$ cat config.mk
export PLATFORM = sky130hd
export DESIGN_NAME = burgers_lax_wendroff_stencil_unit
export DESIGN_NICKNAME = d
export VERILOG_FILES = /design/src/hdl/blw_pkg.sv /design/src/hdl/blw_ctrl.sv /design/src/hdl/blw_datapath.sv /design/src/hdl/burgers_lax_wendroff_stencil_unit.sv
export SDC_FILE = /design/constraint.sdc
export NUM_CORES = 2
export LEC_CHECK = 0
export ABC_AREA = 1
export BUFFER_PORTS_ARGS = -buffer_cell sky130_fd_sc_hd__buf_2
export CORE_MARGIN = 2
export CORE_UTILIZATION = 59
export DETAILED_ROUTE_END_ITERATION = 12
export PLACE_DENSITY = 0.77
export SLEW_MARGIN = 15
export SYNTH_ARGS = -nofsm -noshare
export SYNTH_HDL_FRONTEND = slang
export SYNTH_SLANG_ARGS = --single-unit
export TNS_END_PERCENT = 30
$ cat constraint.sdc
create_clock -name clk -period 12.4 [get_ports clk]
set_input_delay 1.86 -clock clk [delete_from_list [all_inputs] [get_ports clk]]
set_output_delay 1.86 -clock clk [all_outputs]
set_load 0.1 [all_outputs]
$ cat src/hdl/blw_pkg.sv
`timescale 1ns / 1ps
`default_nettype none

package blw_pkg;

  // Default grid capacity
  localparam int MAX_POINTS_DEF = 4096;

  // Field widths
  localparam int SAMPLE_W = 24;
  localparam int INDEX_W  = 12;
  localparam int DIFF_W   = 25;
  localparam int STEP_W   = 32;

  // Configuration register widths
  localparam int GRID_W    = 13;
  localparam int COURANT_W = 20;
  localparam int MARGIN_W  = 10;
  localparam int CFG_IDX_W  = 2;
  localparam int CFG_DATA_W = 25;

  // Configuration register indexes
  localparam logic [CFG_IDX_W-1:0] REG_GRID_POINTS = 2'd0;
  localparam logic [CFG_IDX_W-1:0] REG_COURANT     = 2'd1;
  localparam logic [CFG_IDX_W-1:0] REG_EDGE_MARGIN = 2'd2;
  localparam logic [CFG_IDX_W-1:0] REG_INIT_MAX    = 2'd3;

  // Configuration reset values
  localparam logic [GRID_W-1:0]    GRID_RST     = 13'd4096;
  localparam logic [COURANT_W-1:0] COURANT_RST  = 20'd52418;
  localparam logic [MARGIN_W-1:0]  MARGIN_RST   = 10'd10;
  localparam logic [DIFF_W-1:0]    INIT_MAX_RST = 25'd2097;

  // Smallest usable grid
  localparam int N_MIN = 3;

  // Shared multiplier operand and product widths
  localparam int MUL_A_W = 28;
  localparam int MUL_B_W = 26;
  localparam int PROD_W  = MUL_A_W + MUL_B_W;

  // Datapath operation codes
  localparam logic [2:0] OP_NONE = 3'd0;
  localparam logic [2:0] OP_MC   = 3'd1;  // u * courant
  localparam logic [2:0] OP_RC   = 3'd2;  // round to c
  localparam logic [2:0] OP_MT1  = 3'd3;  // c * d1
  localparam logic [2:0] OP_MC2  = 3'd4;  // round t1, c * c
  localparam logic [2:0] OP_RC2  = 3'd5;  // round to c^2
  localparam logic [2:0] OP_MT2  = 3'd6;  // c^2 * d2

  // Output register source select
  localparam logic [1:0] SEL_MAIN  = 2'd0;
  localparam logic [1:0] SEL_WRAP  = 2'd1;
  localparam logic [1:0] SEL_FINAL = 2'd2;

  typedef struct packed {
    logic       accept;
    logic [2:0] op;
    logic       load;
    logic [1:0] sel;
  } blw_cmd_t;

  typedef struct packed {
    logic has_result;
    logic last;
    logic slot_free;
  } blw_status_t;

endpackage

`default_nettype wire

$ cat src/hdl/blw_ctrl.sv
`timescale 1ns / 1ps
`default_nettype none

module blw_ctrl (
  input  logic                clk,
  input  logic                rst,
  input  logic                sample_valid,
  output logic                sample_stall,
  input  blw_pkg::blw_status_t status,
  output blw_pkg::blw_cmd_t    cmd
);

  localparam logic [3:0] S_IDLE = 4'd0;
  localparam logic [3:0] S_MC   = 4'd1;
  localparam logic [3:0] S_RC   = 4'd2;
  localparam logic [3:0] S_MT1  = 4'd3;
  localparam logic [3:0] S_MC2  = 4'd4;
  localparam logic [3:0] S_RC2  = 4'd5;
  localparam logic [3:0] S_MT2  = 4'd6;
  localparam logic [3:0] S_FIN  = 4'd7;
  localparam logic [3:0] S_WRAP = 4'd8;
  localparam logic [3:0] S_LAST = 4'd9;

  logic [3:0] state;
  logic [3:0] state_next;

  // Take samples only between updates
  assign sample_stall = (state != S_IDLE);

  // Decode commands and next state
  always_comb begin
    state_next = state;
    cmd.accept = 1'b0;
    cmd.op     = blw_pkg::OP_NONE;
    cmd.load   = 1'b0;
    cmd.sel    = blw_pkg::SEL_MAIN;
    unique case (state)
      S_IDLE: begin
        cmd.accept = sample_valid;
        if (sample_valid && status.has_result) state_next = S_MC;
      end
      S_MC: begin
        cmd.op     = blw_pkg::OP_MC;
        state_next = S_RC;
      end
      S_RC: begin
        cmd.op     = blw_pkg::OP_RC;
        state_next = S_MT1;
      end
      S_MT1: begin
        cmd.op     = blw_pkg::OP_MT1;
        state_next = S_MC2;
      end
      S_MC2: begin
        cmd.op     = blw_pkg::OP_MC2;
        state_next = S_RC2;
      end
      S_RC2: begin
        cmd.op     = blw_pkg::OP_RC2;
        state_next = S_MT2;
      end
      S_MT2: begin
        cmd.op     = blw_pkg::OP_MT2;
        state_next = S_FIN;
      end
      S_FIN: begin
        if (status.slot_free) begin
          cmd.load   = 1'b1;
          cmd.sel    = blw_pkg::SEL_MAIN;
          state_next = status.last ? S_WRAP : S_IDLE;
        end
      end
      S_WRAP: begin
        if (status.slot_free) begin
          cmd.load   = 1'b1;
          cmd.sel    = blw_pkg::SEL_WRAP;
          state_next = S_LAST;
        end
      end
      S_LAST: begin
        if (status.slot_free) begin
          cmd.load   = 1'b1;
          cmd.sel    = blw_pkg::SEL_FINAL;
          state_next = S_IDLE;
        end
      end
      default: state_next = S_IDLE;
    endcase
  end

  // Advance state
  always_ff @(posedge clk) begin
    if (rst) begin
      state <= S_IDLE;
    end else begin
      state <= state_next;
    end
  end

endmodule

`default_nettype wire

$ cat src/hdl/blw_datapath.sv
`timescale 1ns / 1ps
`default_nettype none

module blw_datapath #(
  parameter int MAX_POINTS = blw_pkg::MAX_POINTS_DEF
) (
  input  logic                                 clk,
  input  logic                                 rst,
  input  logic signed [blw_pkg::SAMPLE_W-1:0]  sample_value,
  input  logic                                 cfg_valid,
  input  logic [blw_pkg::CFG_IDX_W-1:0]        cfg_index,
  input  logic [blw_pkg::CFG_DATA_W-1:0]       cfg_data,
  input  logic                                 result_stall,
  input  blw_pkg::blw_cmd_t                    cmd,
  output blw_pkg::blw_status_t                 status,
  output logic                                 result_valid,
  output logic [blw_pkg::INDEX_W-1:0]          point_index,
  output logic signed [blw_pkg::SAMPLE_W-1:0]  new_value,
  output logic                                 sweep_done,
  output logic [blw_pkg::DIFF_W-1:0]           step_max_diff,
  output logic [blw_pkg::DIFF_W-1:0]           global_max_diff,
  output logic [blw_pkg::STEP_W-1:0]           shock_step
);

  localparam int CW  = $clog2(MAX_POINTS);
  localparam int NW  = $clog2(MAX_POINTS + 1);
  localparam int WW  = ((NW > blw_pkg::GRID_W) ? NW : blw_pkg::GRID_W) + 1;
  localparam int SW  = blw_pkg::SAMPLE_W;
  localparam int DW  = blw_pkg::DIFF_W;
  localparam int IW  = blw_pkg::INDEX_W;
  localparam int PW  = blw_pkg::PROD_W;
  localparam int RW  = 34;
  localparam logic signed [RW-1:0] SAT_HI = RW'(64'sd8388607);
  localparam logic signed [RW-1:0] SAT_LO = -RW'(64'sd8388608);
  localparam logic signed [PW:0]   HALF20 = (PW + 1)'(64'sd524288);
  localparam logic signed [PW:0]   HALF21 = (PW + 1)'(64'sd1048576);

  // Configuration registers
  logic [blw_pkg::GRID_W-1:0]    grid_points;
  logic [blw_pkg::COURANT_W-1:0] courant_ratio;
  logic [blw_pkg::MARGIN_W-1:0]  edge_margin;

  // Sweep state
  logic signed [SW-1:0] win0;
  logic signed [SW-1:0] win1;
  logic signed [SW-1:0] first_result;
  logic [CW-1:0]        sample_count;
  logic [DW-1:0]        sweep_max;
  logic [DW-1:0]        overall_max;
  logic [31:0]          latched_shock_step;
  logic [31:0]          sweep_number;

  // Per-update operands
  logic signed [SW-1:0] u_reg;
  logic signed [24:0]   d1_reg;
  logic signed [25:0]   d2_reg;
  logic [IW-1:0]        j_idx;
  logic [IW-1:0]        i_idx;
  logic                 last;
  logic                 first_pt;
  logic [DW-1:0]        smax_reg;

  // Arithmetic registers
  logic signed [PW-1:0]  prod;
  logic signed [SW-1:0]  c_reg;
  logic signed [27:0]    t1_reg;
  logic signed [27:0]    c2_reg;
  logic signed [SW-1:0]  v_reg;

  // Index and window arithmetic at accept time
  logic [WW-1:0]        gp_ext;
  logic [WW-1:0]        n_eff;
  logic [WW-1:0]        i_ext;
  logic [WW-1:0]        j_ext;
  logic [WW-1:0]        m_ext;
  logic                 is_last;
  logic                 in_margin;
  logic signed [24:0]   d1_w;
  logic signed [25:0]   d2_w;
  logic [DW-1:0]        ad_w;
  logic [DW-1:0]        max_w;

  assign gp_ext = WW'(grid_points);
  assign n_eff  = (gp_ext < WW'(blw_pkg::N_MIN)) ? WW'(blw_pkg::N_MIN) :
                  (gp_ext > WW'(MAX_POINTS)) ? WW'(MAX_POINTS) : gp_ext;
  assign i_ext  = WW'(sample_count);
  assign j_ext  = i_ext - WW'(1);
  assign m_ext  = WW'(edge_margin);
  assign is_last   = (i_ext + WW'(1)) >= n_eff;
  assign in_margin = (j_ext >= m_ext) && ((j_ext + m_ext) <= (n_eff - WW'(1)));

  assign d1_w  = 25'(sample_value) - 25'(win0);
  assign d2_w  = 26'(sample_value) - 26'(win1) - 26'(win1) + 26'(win0);
  assign ad_w  = d1_w[24] ? DW'(-d1_w) : DW'(d1_w);
  assign max_w = (in_margin && (ad_w > sweep_max)) ? ad_w : sweep_max;

  assign status.has_result = (sample_count >= CW'(2));
  assign status.last       = last;
  assign status.slot_free  = !result_valid || !result_stall;

  // Shared multiplier operand select
  logic signed [blw_pkg::MUL_A_W-1:0] mul_a;
  logic signed [blw_pkg::MUL_B_W-1:0] mul_b;
  logic signed [PW-1:0]               prod_next;

  always_comb begin
    case (cmd.op)
      blw_pkg::OP_MC: begin
        mul_a = blw_pkg::MUL_A_W'(u_reg);
        mul_b = $signed(blw_pkg::MUL_B_W'(courant_ratio));
      end
      blw_pkg::OP_MT1: begin
        mul_a = blw_pkg::MUL_A_W'(c_reg);
        mul_b = blw_pkg::MUL_B_W'(d1_reg);
      end
      blw_pkg::OP_MC2: begin
        mul_a = blw_pkg::MUL_A_W'(c_reg);
        mul_b = blw_pkg::MUL_B_W'(c_reg);
      end
      blw_pkg::OP_MT2: begin
        mul_a = c2_reg;
        mul_b = d2_reg;
      end
      default: begin
        mul_a = '0;
        mul_b = '0;
      end
    endcase
  end

  assign prod_next = mul_a * mul_b;

  // Round half up by arithmetic shift
  logic signed [PW:0] sum20;
  logic signed [PW:0] sum21;
  logic signed [31:0] t2_w;
  logic signed [RW-1:0] r_w;
  logic signed [SW-1:0] v_w;

  assign sum20 = (PW + 1)'(prod) + HALF20;
  assign sum21 = (PW + 1)'(prod) + HALF21;
  assign t2_w  = sum21[52:21];
  assign r_w   = RW'(u_reg) - RW'(t1_reg) + RW'(t2_w);
  assign v_w   = (r_w > SAT_HI) ? SW'(SAT_HI) :
                 (r_w < SAT_LO) ? SW'(SAT_LO) : r_w[SW-1:0];

  // Configuration and sweep state
  always_ff @(posedge clk) begin
    if (rst) begin
      grid_points        <= blw_pkg::GRID_RST;
      courant_ratio      <= blw_pkg::COURANT_RST;
      edge_margin        <= blw_pkg::MARGIN_RST;
      overall_max        <= blw_pkg::INIT_MAX_RST;
      win0               <= '0;
      win1               <= '0;
      sample_count       <= '0;
      sweep_max          <= '0;
      latched_shock_step <= '0;
      sweep_number       <= '0;
      first_result       <= '0;
      last               <= 1'b0;
    end else begin
      if (cfg_valid) begin
        unique case (cfg_index)
          blw_pkg::REG_GRID_POINTS: grid_points   <= cfg_data[blw_pkg::GRID_W-1:0];
          blw_pkg::REG_COURANT:     courant_ratio <= cfg_data[blw_pkg::COURANT_W-1:0];
          blw_pkg::REG_EDGE_MARGIN: edge_margin   <= cfg_data[blw_pkg::MARGIN_W-1:0];
          blw_pkg::REG_INIT_MAX:    overall_max   <= cfg_data[DW-1:0];
          default: ;
        endcase
      end
      if (cmd.accept) begin
        if (status.has_result && is_last) begin
          // Close the sweep: global update, clear window
          last <= 1'b1;
          if (max_w > overall_max) begin
            overall_max        <= max_w;
            latched_shock_step <= sweep_number;
          end
          sweep_max    <= '0;
          sweep_number <= sweep_number + 32'd1;
          sample_count <= '0;
          win0         <= '0;
          win1         <= '0;
        end else begin
          last <= 1'b0;
          if (status.has_result) sweep_max <= max_w;
          win0         <= win1;
          win1         <= sample_value;
          sample_count <= sample_count + CW'(1);
        end
      end
      if (cmd.load && (cmd.sel == blw_pkg::SEL_MAIN) && first_pt) begin
        first_result <= v_w;
      end
    end
  end

  // Capture operands and step the arithmetic
  always_ff @(posedge clk) begin
    if (cmd.accept) begin
      u_reg    <= win1;
      d1_reg   <= d1_w;
      d2_reg   <= d2_w;
      j_idx    <= j_ext[IW-1:0];
      i_idx    <= i_ext[IW-1:0];
      first_pt <= (sample_count == CW'(2));
      smax_reg <= max_w;
    end
    case (cmd.op)
      blw_pkg::OP_MC:  prod <= prod_next;
      blw_pkg::OP_RC:  c_reg <= sum20[43:20];
      blw_pkg::OP_MT1: prod <= prod_next;
      blw_pkg::OP_MC2: begin
        t1_reg <= sum21[48:21];
        prod   <= prod_next;
      end
      blw_pkg::OP_RC2: c2_reg <= sum20[47:20];
      blw_pkg::OP_MT2: prod <= prod_next;
      default: ;
    endcase
    if (cmd.load && (cmd.sel == blw_pkg::SEL_MAIN)) v_reg <= v_w;
  end

  // Output register
  always_ff @(posedge clk) begin
    if (rst) begin
      result_valid <= 1'b0;
    end else if (cmd.load) begin
      result_valid <= 1'b1;
    end else if (!result_stall) begin
      result_valid <= 1'b0;
    end
  end

  always_ff @(posedge clk) begin
    if (cmd.load) begin
      global_max_diff <= overall_max;
      shock_step      <= latched_shock_step;
      unique case (cmd.sel)
        blw_pkg::SEL_MAIN: begin
          point_index   <= j_idx;
          new_value     <= v_w;
          sweep_done    <= 1'b0;
          step_max_diff <= '0;
        end
        blw_pkg::SEL_WRAP: begin
          point_index   <= '0;
          new_value     <= v_reg;
          sweep_done    <= 1'b0;
          step_max_diff <= '0;
        end
        default: begin
          point_index   <= i_idx;
          new_value     <= first_result;
          sweep_done    <= 1'b1;
          step_max_diff <= smax_reg;
        end
      endcase
    end
  end

endmodule

`default_nettype wire

$ cat src/hdl/burgers_lax_wendroff_stencil_unit.sv
// Lax-Wendroff step of inviscid Burgers on a periodic grid, signed Q4.20.
// Grid samples enter in index order; the first two of each sweep are taken
// without a stall and give no result. Every later sample steps the controller
// through the MC, RC, MT1, MC2, RC2 and MT2 states and its result is loaded
// into the output register from FIN before the next sample is taken: the four
// dependent products c, c*d1, c^2 and c^2*d2 pass one after another through a
// single 28x26 multiplier, with rounding steps between them. The sample that
// ends a sweep (count reaches n-1, n = grid_points clamped to 3..MAX_POINTS)
// gives three results, updated point n-2, then point 0 and point n-1 from the
// WRAP and LAST states, each loaded when the output is not stalled, before the
// next sample is taken. A stalled output holds FIN, WRAP and LAST until the
// output register frees. The output register lets the next sample in while a
// result waits. Configuration writes are always ready and are meant for idle
// periods; writing initial_max_diff also reloads the running global maximum.
`timescale 1ns / 1ps
`default_nettype none

module burgers_lax_wendroff_stencil_unit #(
  parameter int MAX_POINTS = blw_pkg::MAX_POINTS_DEF
) (
  input  logic                                 clk,
  input  logic                                 rst,
  input  logic                                 sample_valid,
  output logic                                 sample_stall,
  input  logic signed [blw_pkg::SAMPLE_W-1:0]  sample_value,
  input  logic                                 cfg_valid,
  output logic                                 cfg_ready,
  input  logic [blw_pkg::CFG_IDX_W-1:0]        cfg_index,
  input  logic [blw_pkg::CFG_DATA_W-1:0]       cfg_data,
  output logic                                 result_valid,
  input  logic                                 result_stall,
  output logic [blw_pkg::INDEX_W-1:0]          point_index,
  output logic signed [blw_pkg::SAMPLE_W-1:0]  new_value,
  output logic                                 sweep_done,
  output logic [blw_pkg::DIFF_W-1:0]           step_max_diff,
  output logic [blw_pkg::DIFF_W-1:0]           global_max_diff,
  output logic [blw_pkg::STEP_W-1:0]           shock_step
);

  blw_pkg::blw_cmd_t    cmd;
  blw_pkg::blw_status_t status;

  assign cfg_ready = 1'b1;

  blw_ctrl u_ctrl (
    .clk          (clk),
    .rst          (rst),
    .sample_valid (sample_valid),
    .sample_stall (sample_stall),
    .status       (status),
    .cmd          (cmd)
  );

  blw_datapath #(
    .MAX_POINTS (MAX_POINTS)
  ) u_datapath (
    .clk             (clk),
    .rst             (rst),
    .sample_value    (sample_value),
    .cfg_valid       (cfg_valid),
    .cfg_index       (cfg_index),
    .cfg_data        (cfg_data),
    .result_stall    (result_stall),
    .cmd             (cmd),
    .status          (status),
    .result_valid    (result_valid),
    .point_index     (point_index),
    .new_value       (new_value),
    .sweep_done      (sweep_done),
    .step_max_diff   (step_max_diff),
    .global_max_diff (global_max_diff),
    .shock_step      (shock_step)
  );

endmodule

`default_nettype wire

# [Yosys cells after proc, flatten, opt, wreduce, memory -nomap -nowiden]
# Index checks and enable logic that the tools add are counted.
# Widths: inputs -> output; s select.
[classes] eq_ne=25 bitwise=0 shift=0 div=0 multipliers=1 add_sub_neg=15 n_lt_le_gt_ge=10 mux=36 reduce_logical=24
[ops] cell="$mux 25" count=9
[ops] cell="$pmux 26 s4" count=1
[ops] cell="$mux 24" count=4
[ops] cell="$pmux 28 s3" count=1
[ops] cell="$add 53x22->53 const B" count=1
[ops] cell="$mul 28x26->53" count=1
[ops] cell="$gt 25x25->1" count=2
[ops] cell="$sub 24x24->25" count=2
[ops] cell="$add 48x21->48 const B" count=1
[ops] cell="$pmux 24 s2" count=1
[ops] cell="$pmux 4 s10" count=1
[ops] cell="$gt 34x24->1 const B" count=1
[ops] cell="$lt 34x24->1 const B" count=1
[ops] cell="$add 29x32->33" count=1
[ops] cell="$add 32x1->32 const B" count=1
[ops] cell="$sub 24x28->29" count=1
[ops] cell="$add 26x24->26" count=1
[ops] cell="$sub 25x24->26" count=1
[ops] cell="$neg 25->25" count=1
[ops] cell="$pmux 12 s2" count=1
[ops] cell="$mux 4" count=5
[ops] cell="$pmux 3 s6" count=1
[ops] cell="$eq 4x3->1 const B" count=4
[ops] cell="$add 14x10->14" count=1
[ops] cell="other kinds (39)" count=67
[totals] regBits=648 mem_count=0 word_cells=143 romBits=0 out_inout_bits=122 latchBits=0 mem_bits_rw=0

# [Longest topological paths before layout]
[logic_depth] depth_word=12 ltp_mapped=49 ltp_nobuf=47

# [Hierarchy]
# Synthesis repeated with hierarchy kept, for this count alone.
[unflattened] cells_unflattened=7259 area_unflattened_um2=61208.7
[by_module_without_submodules] mod="blw_datapath" n_inst=1 cells_each=7203 area_each_um2=60858.4 seq_area_each_um2=16335.7
[by_module_without_submodules] mod="blw_ctrl" n_inst=1 cells_each=54 area_each_um2=339.1 seq_area_each_um2=80.1
[by_module_without_submodules] mod="burgers_lax_wendroff_stencil_unit" n_inst=1 cells_each=2 area_each_um2=11.3 seq_area_each_um2=0.0

# [Least setup slack after synthesis]
# OpenSTA, ideal clock, no wires.
[synth_path] kind="input port to flip-flop" start="in result_stall" end="reg u_datapath.global_max_diff[0] (netlist bit) (enable)" cell_stages=3 path_buffers=0 t_arrival_ns=7.798 path_slack_ns=3.966 cell_sequence="nand2_1 > inv_1 > a21oi_1"
[synth_rtl] element="from (decl)" line="burgers_lax_wendroff_stencil_unit.sv:31" source="input logic result_stall,"
[synth_rtl] element="to (signal assigned)" line="blw_datapath.sv:238" source="global_max_diff <= overall_max;"
[synth_rtl] element="to (decl)" line="blw_datapath.sv:21" source="output logic [blw_pkg::DIFF_W-1:0] global_max_diff,"

# [Worst setup path in the final report]
[layout_path] start="reg u_ctrl.state[2]" end="reg u_datapath.prod[52] (data pin)"
[layout_between] elab_chain_len=6 elab_cells_between_ends=15
[layout_rtl] element="from (decl)" line="blw_ctrl.sv:24" source="logic [3:0] state;"
[layout_rtl] element="from (signal assigned)" line="blw_ctrl.sv:96" source="state <= state_next;"
[layout_rtl] element="$eq 4x3->1, or another cell as far along" line="blw_ctrl.sv:37" source="unique case (state)"
[layout_rtl] element="$pmux 3 s6 (*)" line="blw_ctrl.sv:37"
[layout_rtl] element="$eq 3x2->1 or $eq 3x3->1 (tied branches)" line="blw_datapath.sv:107" source="case (cmd.op)"
[layout_rtl] element="$reduce_or 2->1 (no line)"
[layout_rtl] element="$pmux 28 s3" line="blw_datapath.sv:107"
[layout_rtl] element="$mul 28x26->53 (*)" line="blw_datapath.sv:131" source="assign prod_next = mul_a * mul_b;"
[layout_rtl] element="via u_datapath.prod_next[52]" line="blw_datapath.sv:104" source="logic signed [PW-1:0] prod_next;"
[layout_rtl] element="to (signal assigned)" line="blw_datapath.sv:211" source="blw_pkg::OP_MC: prod <= prod_next;"
[layout_rtl] element="to (signal assigned)" line="blw_datapath.sv:213" source="blw_pkg::OP_MT1: prod <= prod_next;"
[layout_rtl] element="to (signal assigned)" line="blw_datapath.sv:216" source="prod <= prod_next;"
[layout_rtl] element="to (decl)" line="blw_datapath.sv:64" source="logic signed [PW-1:0] prod;"
# Mark *: on every way through the listed nets, which the timed path passes. The rest lies on a longest branch.
# A chain may end at the register's enable or synchronous reset.

==> impl_metrics.env <==
export IMPL_vdd_drop_max_mv=0.3187
export IMPL_rsz0062_at_grt="no"
export IMPL_largest_register_ffs=34
export IMPL_cts_tree="yes"
export IMPL_wl_per_cell_um=20.59
export IMPL_clock_path_buffers=3
export IMPL_synth_fa_ha_area_frac=0.3324
export IMPL_dp_hpwl_um=143300
export IMPL_grt_overflow=0
export IMPL_antenna_found_initial=10
export IMPL_p_leak_nw=32.22
export IMPL_synth_edf_count=382
export IMPL_num_vias=49690
export IMPL_gp_congestion=1.028
export IMPL_grt_max_degree=95
export IMPL_pin_count=178
export IMPL_path_clk_slew_ps=70
export IMPL_ys_types=68
export IMPL_utilization=0.6377
export IMPL_routed_top_layer="met5"
export IMPL_synth_xor_area_frac=0.03085
export IMPL_grt_pass1_wl_um=282300
export IMPL_synth_top_cell_area_share=0.2643
export IMPL_hold_violations=0
export IMPL_syn_cell_area_um2=61200
export IMPL_fin_crit_ps=9660
export IMPL_wl_met2_um=81730
export IMPL_postCtsSetupBuffers=0
export IMPL_h_tree_depth=3
export IMPL_critical_path_class="register to register"
export IMPL_row_count=118
export IMPL_startpoint_type="register"
export IMPL_fp_dieH_um=326.1
export IMPL_layout_nets=8542
export IMPL_cts_made_buffers=66
export IMPL_syn2layout_area_growth_pct=7.538
export IMPL_antenna_left=0
export IMPL_maxCapViolations=0
export IMPL_cp_slowest_cell="fa_1"
export IMPL_cp_top_family="adder cells"
export IMPL_firstDrtPassIters=6
export IMPL_yosys_warnings=0
export IMPL_synth_top_family_by_area="adder cells"
export IMPL_syn_area_per_cell_um2=8.462
export IMPL_reg2reg_slack_ps=2740
export IMPL_synth_top_area_cell="fa_1"
export IMPL_cts_hold_fix_buffers=0
export IMPL_die_x_um=326.1
export IMPL_worst_slew_pin_slew_ps=1093
export IMPL_dieArea_um2=106300
export IMPL_synth_simple_area_share=0.1752
export IMPL_cp_common_cell="fa_1"
export IMPL_route_met3_wl_um=18770
export IMPL_path_max_fanout=29
export IMPL_ys_seq_elements=629
export IMPL_stdcell_count=8786
export IMPL_core_area_um2=103200
export IMPL_clk_latency_ps=620
export IMPL_arrival_ps=10010
export IMPL_grt_pass1_vias=49520
export IMPL_cp_slowest_stage_delay_ps=990
export IMPL_maxSlewHeadroom=0.2712
export IMPL_end_kind="register"
export IMPL_drt_iter0_markers=5236
export IMPL_grtUsageTotal=0.3444
export IMPL_dp_cells=8657
export IMPL_synthFlopType="edfxtp_1"
export IMPL_root_buffer="clkbuf_16"
export IMPL_synthArstFlopShare=0
export IMPL_finalMaxSlewViolations=0
export IMPL_status="finished clean"
export IMPL_synth_cells=7232
export IMPL_ys_seq_area_frac=0.2682
export IMPL_hp_class="register to register"
export IMPL_drive_gt1_frac=0.07056
export IMPL_fin_crit_sh=0.7790
export IMPL_tns_ps=0
export IMPL_synthTopCellsByArea="fa_1 26%, edfxtp_1 19%, nand2_1 10%"
export IMPL_power_density_nw_per_um2=242.4
export IMPL_wirelength_met1_um=72850
export IMPL_setup_viol=0
export IMPL_routed_wl_um=180900
export IMPL_cts_resized=0
export IMPL_cts_sinks=629
export IMPL_critical_path_required_ps=12750
export IMPL_routed_via_density=5.656
export IMPL_port_buffers=176
export IMPL_fin_worst_skew_ps=43.70
export IMPL_start_util=0.5930
export IMPL_worst_path_buf_inv=8
export IMPL_drc_errors=0
export IMPL_synth_area_mux_share=0
export IMPL_max_freq_mhz=103.5
export IMPL_regMostFlops="u_datapath.prod"
export IMPL_synth_compound_area_frac=0.07847
-- cells by family (layout without fill, tap and decap cells) --
logic type	after synthesis	count (layout)
AO/OA/AOI/OAI	831	831
XOR/XNOR	210	210
adder cells (fa/ha/maj)	1141	1141
buffers and inverters	1831	1996
flip-flops	629	629
other	1	10
AND/OR/NAND/NOR	2589	2589
-- area by class of cell --
type                       instances  area [um^2]
timing repair buffer             256         1484
clock inverter                    28        381.6
sequential                       629        16420
multi-input combinational       4773        37840
fill                            8644        37390
inverter                        1619         6083
clock buffer                      93         1864
tap                             1380         1727
antenna                            8        20.02
-- cell usage in the layout, fill, tap and decap left out, drive strengths merged, types with 2 or more instances in the layout --
cell type,instances
a211oi,4
a21boi,5
a21o,12
a21oi,394
a221oi,3
a22o,24
a22oi,32
a31oi,26
and2,4
and3,5
buf,256
bufinv,5
clkbuf,93
clkinv,24
clkinvlp,5
conb,2
dfxtp,247
diode,8
edfxtp,382
fa,808
ha,333
inv,1613
nand2,1670
nand3,174
nand3b,11
nand4,77
nor2,535
nor3,66
nor3b,6
nor4,35
o2111ai,2
o211ai,24
o21a,38
o21ai,243
o21bai,14
o31ai,4
or4,2
xnor2,45
xor2,165
-- final timing paths --
kind / from / end / depth (start not counted)
max: u_ctrl.state[2]$_SDFFE_PP0P_ / u_datapath.prod[52]$_DFFE_PN_ / 31
min: u_datapath.latched_shock_step[16]$_SDFFE_PP0P_ / u_datapath.shock_step[16]$_DFFE_PP_ / 0
max reg2reg: u_ctrl.state[2]$_SDFFE_PP0P_ / u_datapath.prod[52]$_DFFE_PN_ / 31
min reg2reg: u_datapath.latched_shock_step[16]$_SDFFE_PP0P_ / u_datapath.shock_step[16]$_DFFE_PP_ / 0
-- worst reg2reg max path, delay by kind of cell (launching register included) --
kind                     cells  cell delay (ps)
buffers and inverters        8             1760
adder cells (fa/ha/maj)      8             4990
AND/OR/NAND/NOR             11             1770
flip-flops                   1              340
XOR/XNOR                     1               90
AO/OA/AOI/OAI                3              450
-- power by group --
part	switching [mW]	total (mW)	leakage, nW	internal [mW]
Combinational	7.42	10.4	25.6	2.97
Sequential	0.350	3.47	5.56	3.12
Clock	0.908	2.09	1.09	1.18
-- through the flow --
stage	hold WS [ps]	setup WS (ps)	cell area [um^2]	power, mW
CTS	427.4	2783	65790	15.84
floorplan	402.9	3966	61200	10.83
global route	439.4	2130	65800	17.08
detailed placement	410.4	2801	63540	13.72
global placement	414.3	3064	63540	13.56
finish	431.7	2740	65810	15.95
-- cell usage after synthesis, types with 14 or more instances --
| cell type | instances |
|---|---|
| nand2_2 | 38 |
| a22o_1 | 24 |
| inv_1 | 1579 |
| edfxtp_1 | 382 |
| o21ai_0 | 206 |
| buf_2 | 47 |
| clkbuf_1 | 144 |
| clkinv_1 | 17 |
| ha_1 | 333 |
| nor3_1 | 59 |
| inv_2 | 23 |
| a21oi_1 | 384 |
| nor2_1 | 519 |
| xor2_1 | 160 |
| nand4_1 | 74 |
| nor4_1 | 32 |
| o21a_1 | 38 |
| fa_1 | 808 |
| o21ai_1 | 14 |
| a22oi_1 | 32 |
| dfxtp_1 | 247 |
| o21bai_1 | 14 |
| xnor2_1 | 45 |
| nand2_1 | 1629 |
| o21ai_2 | 23 |
| a31oi_1 | 26 |
| nand3_1 | 166 |
| o211ai_1 | 22 |
-- metal layers --
metal,vias up,track usage
met3,438,0.07052
li1,22490,-
met1,24240,0.4803
met2,2520,0.5355
met5,-,0
met4,2,0.1252
Note: power is estimated with default switching activity, not from simulation.
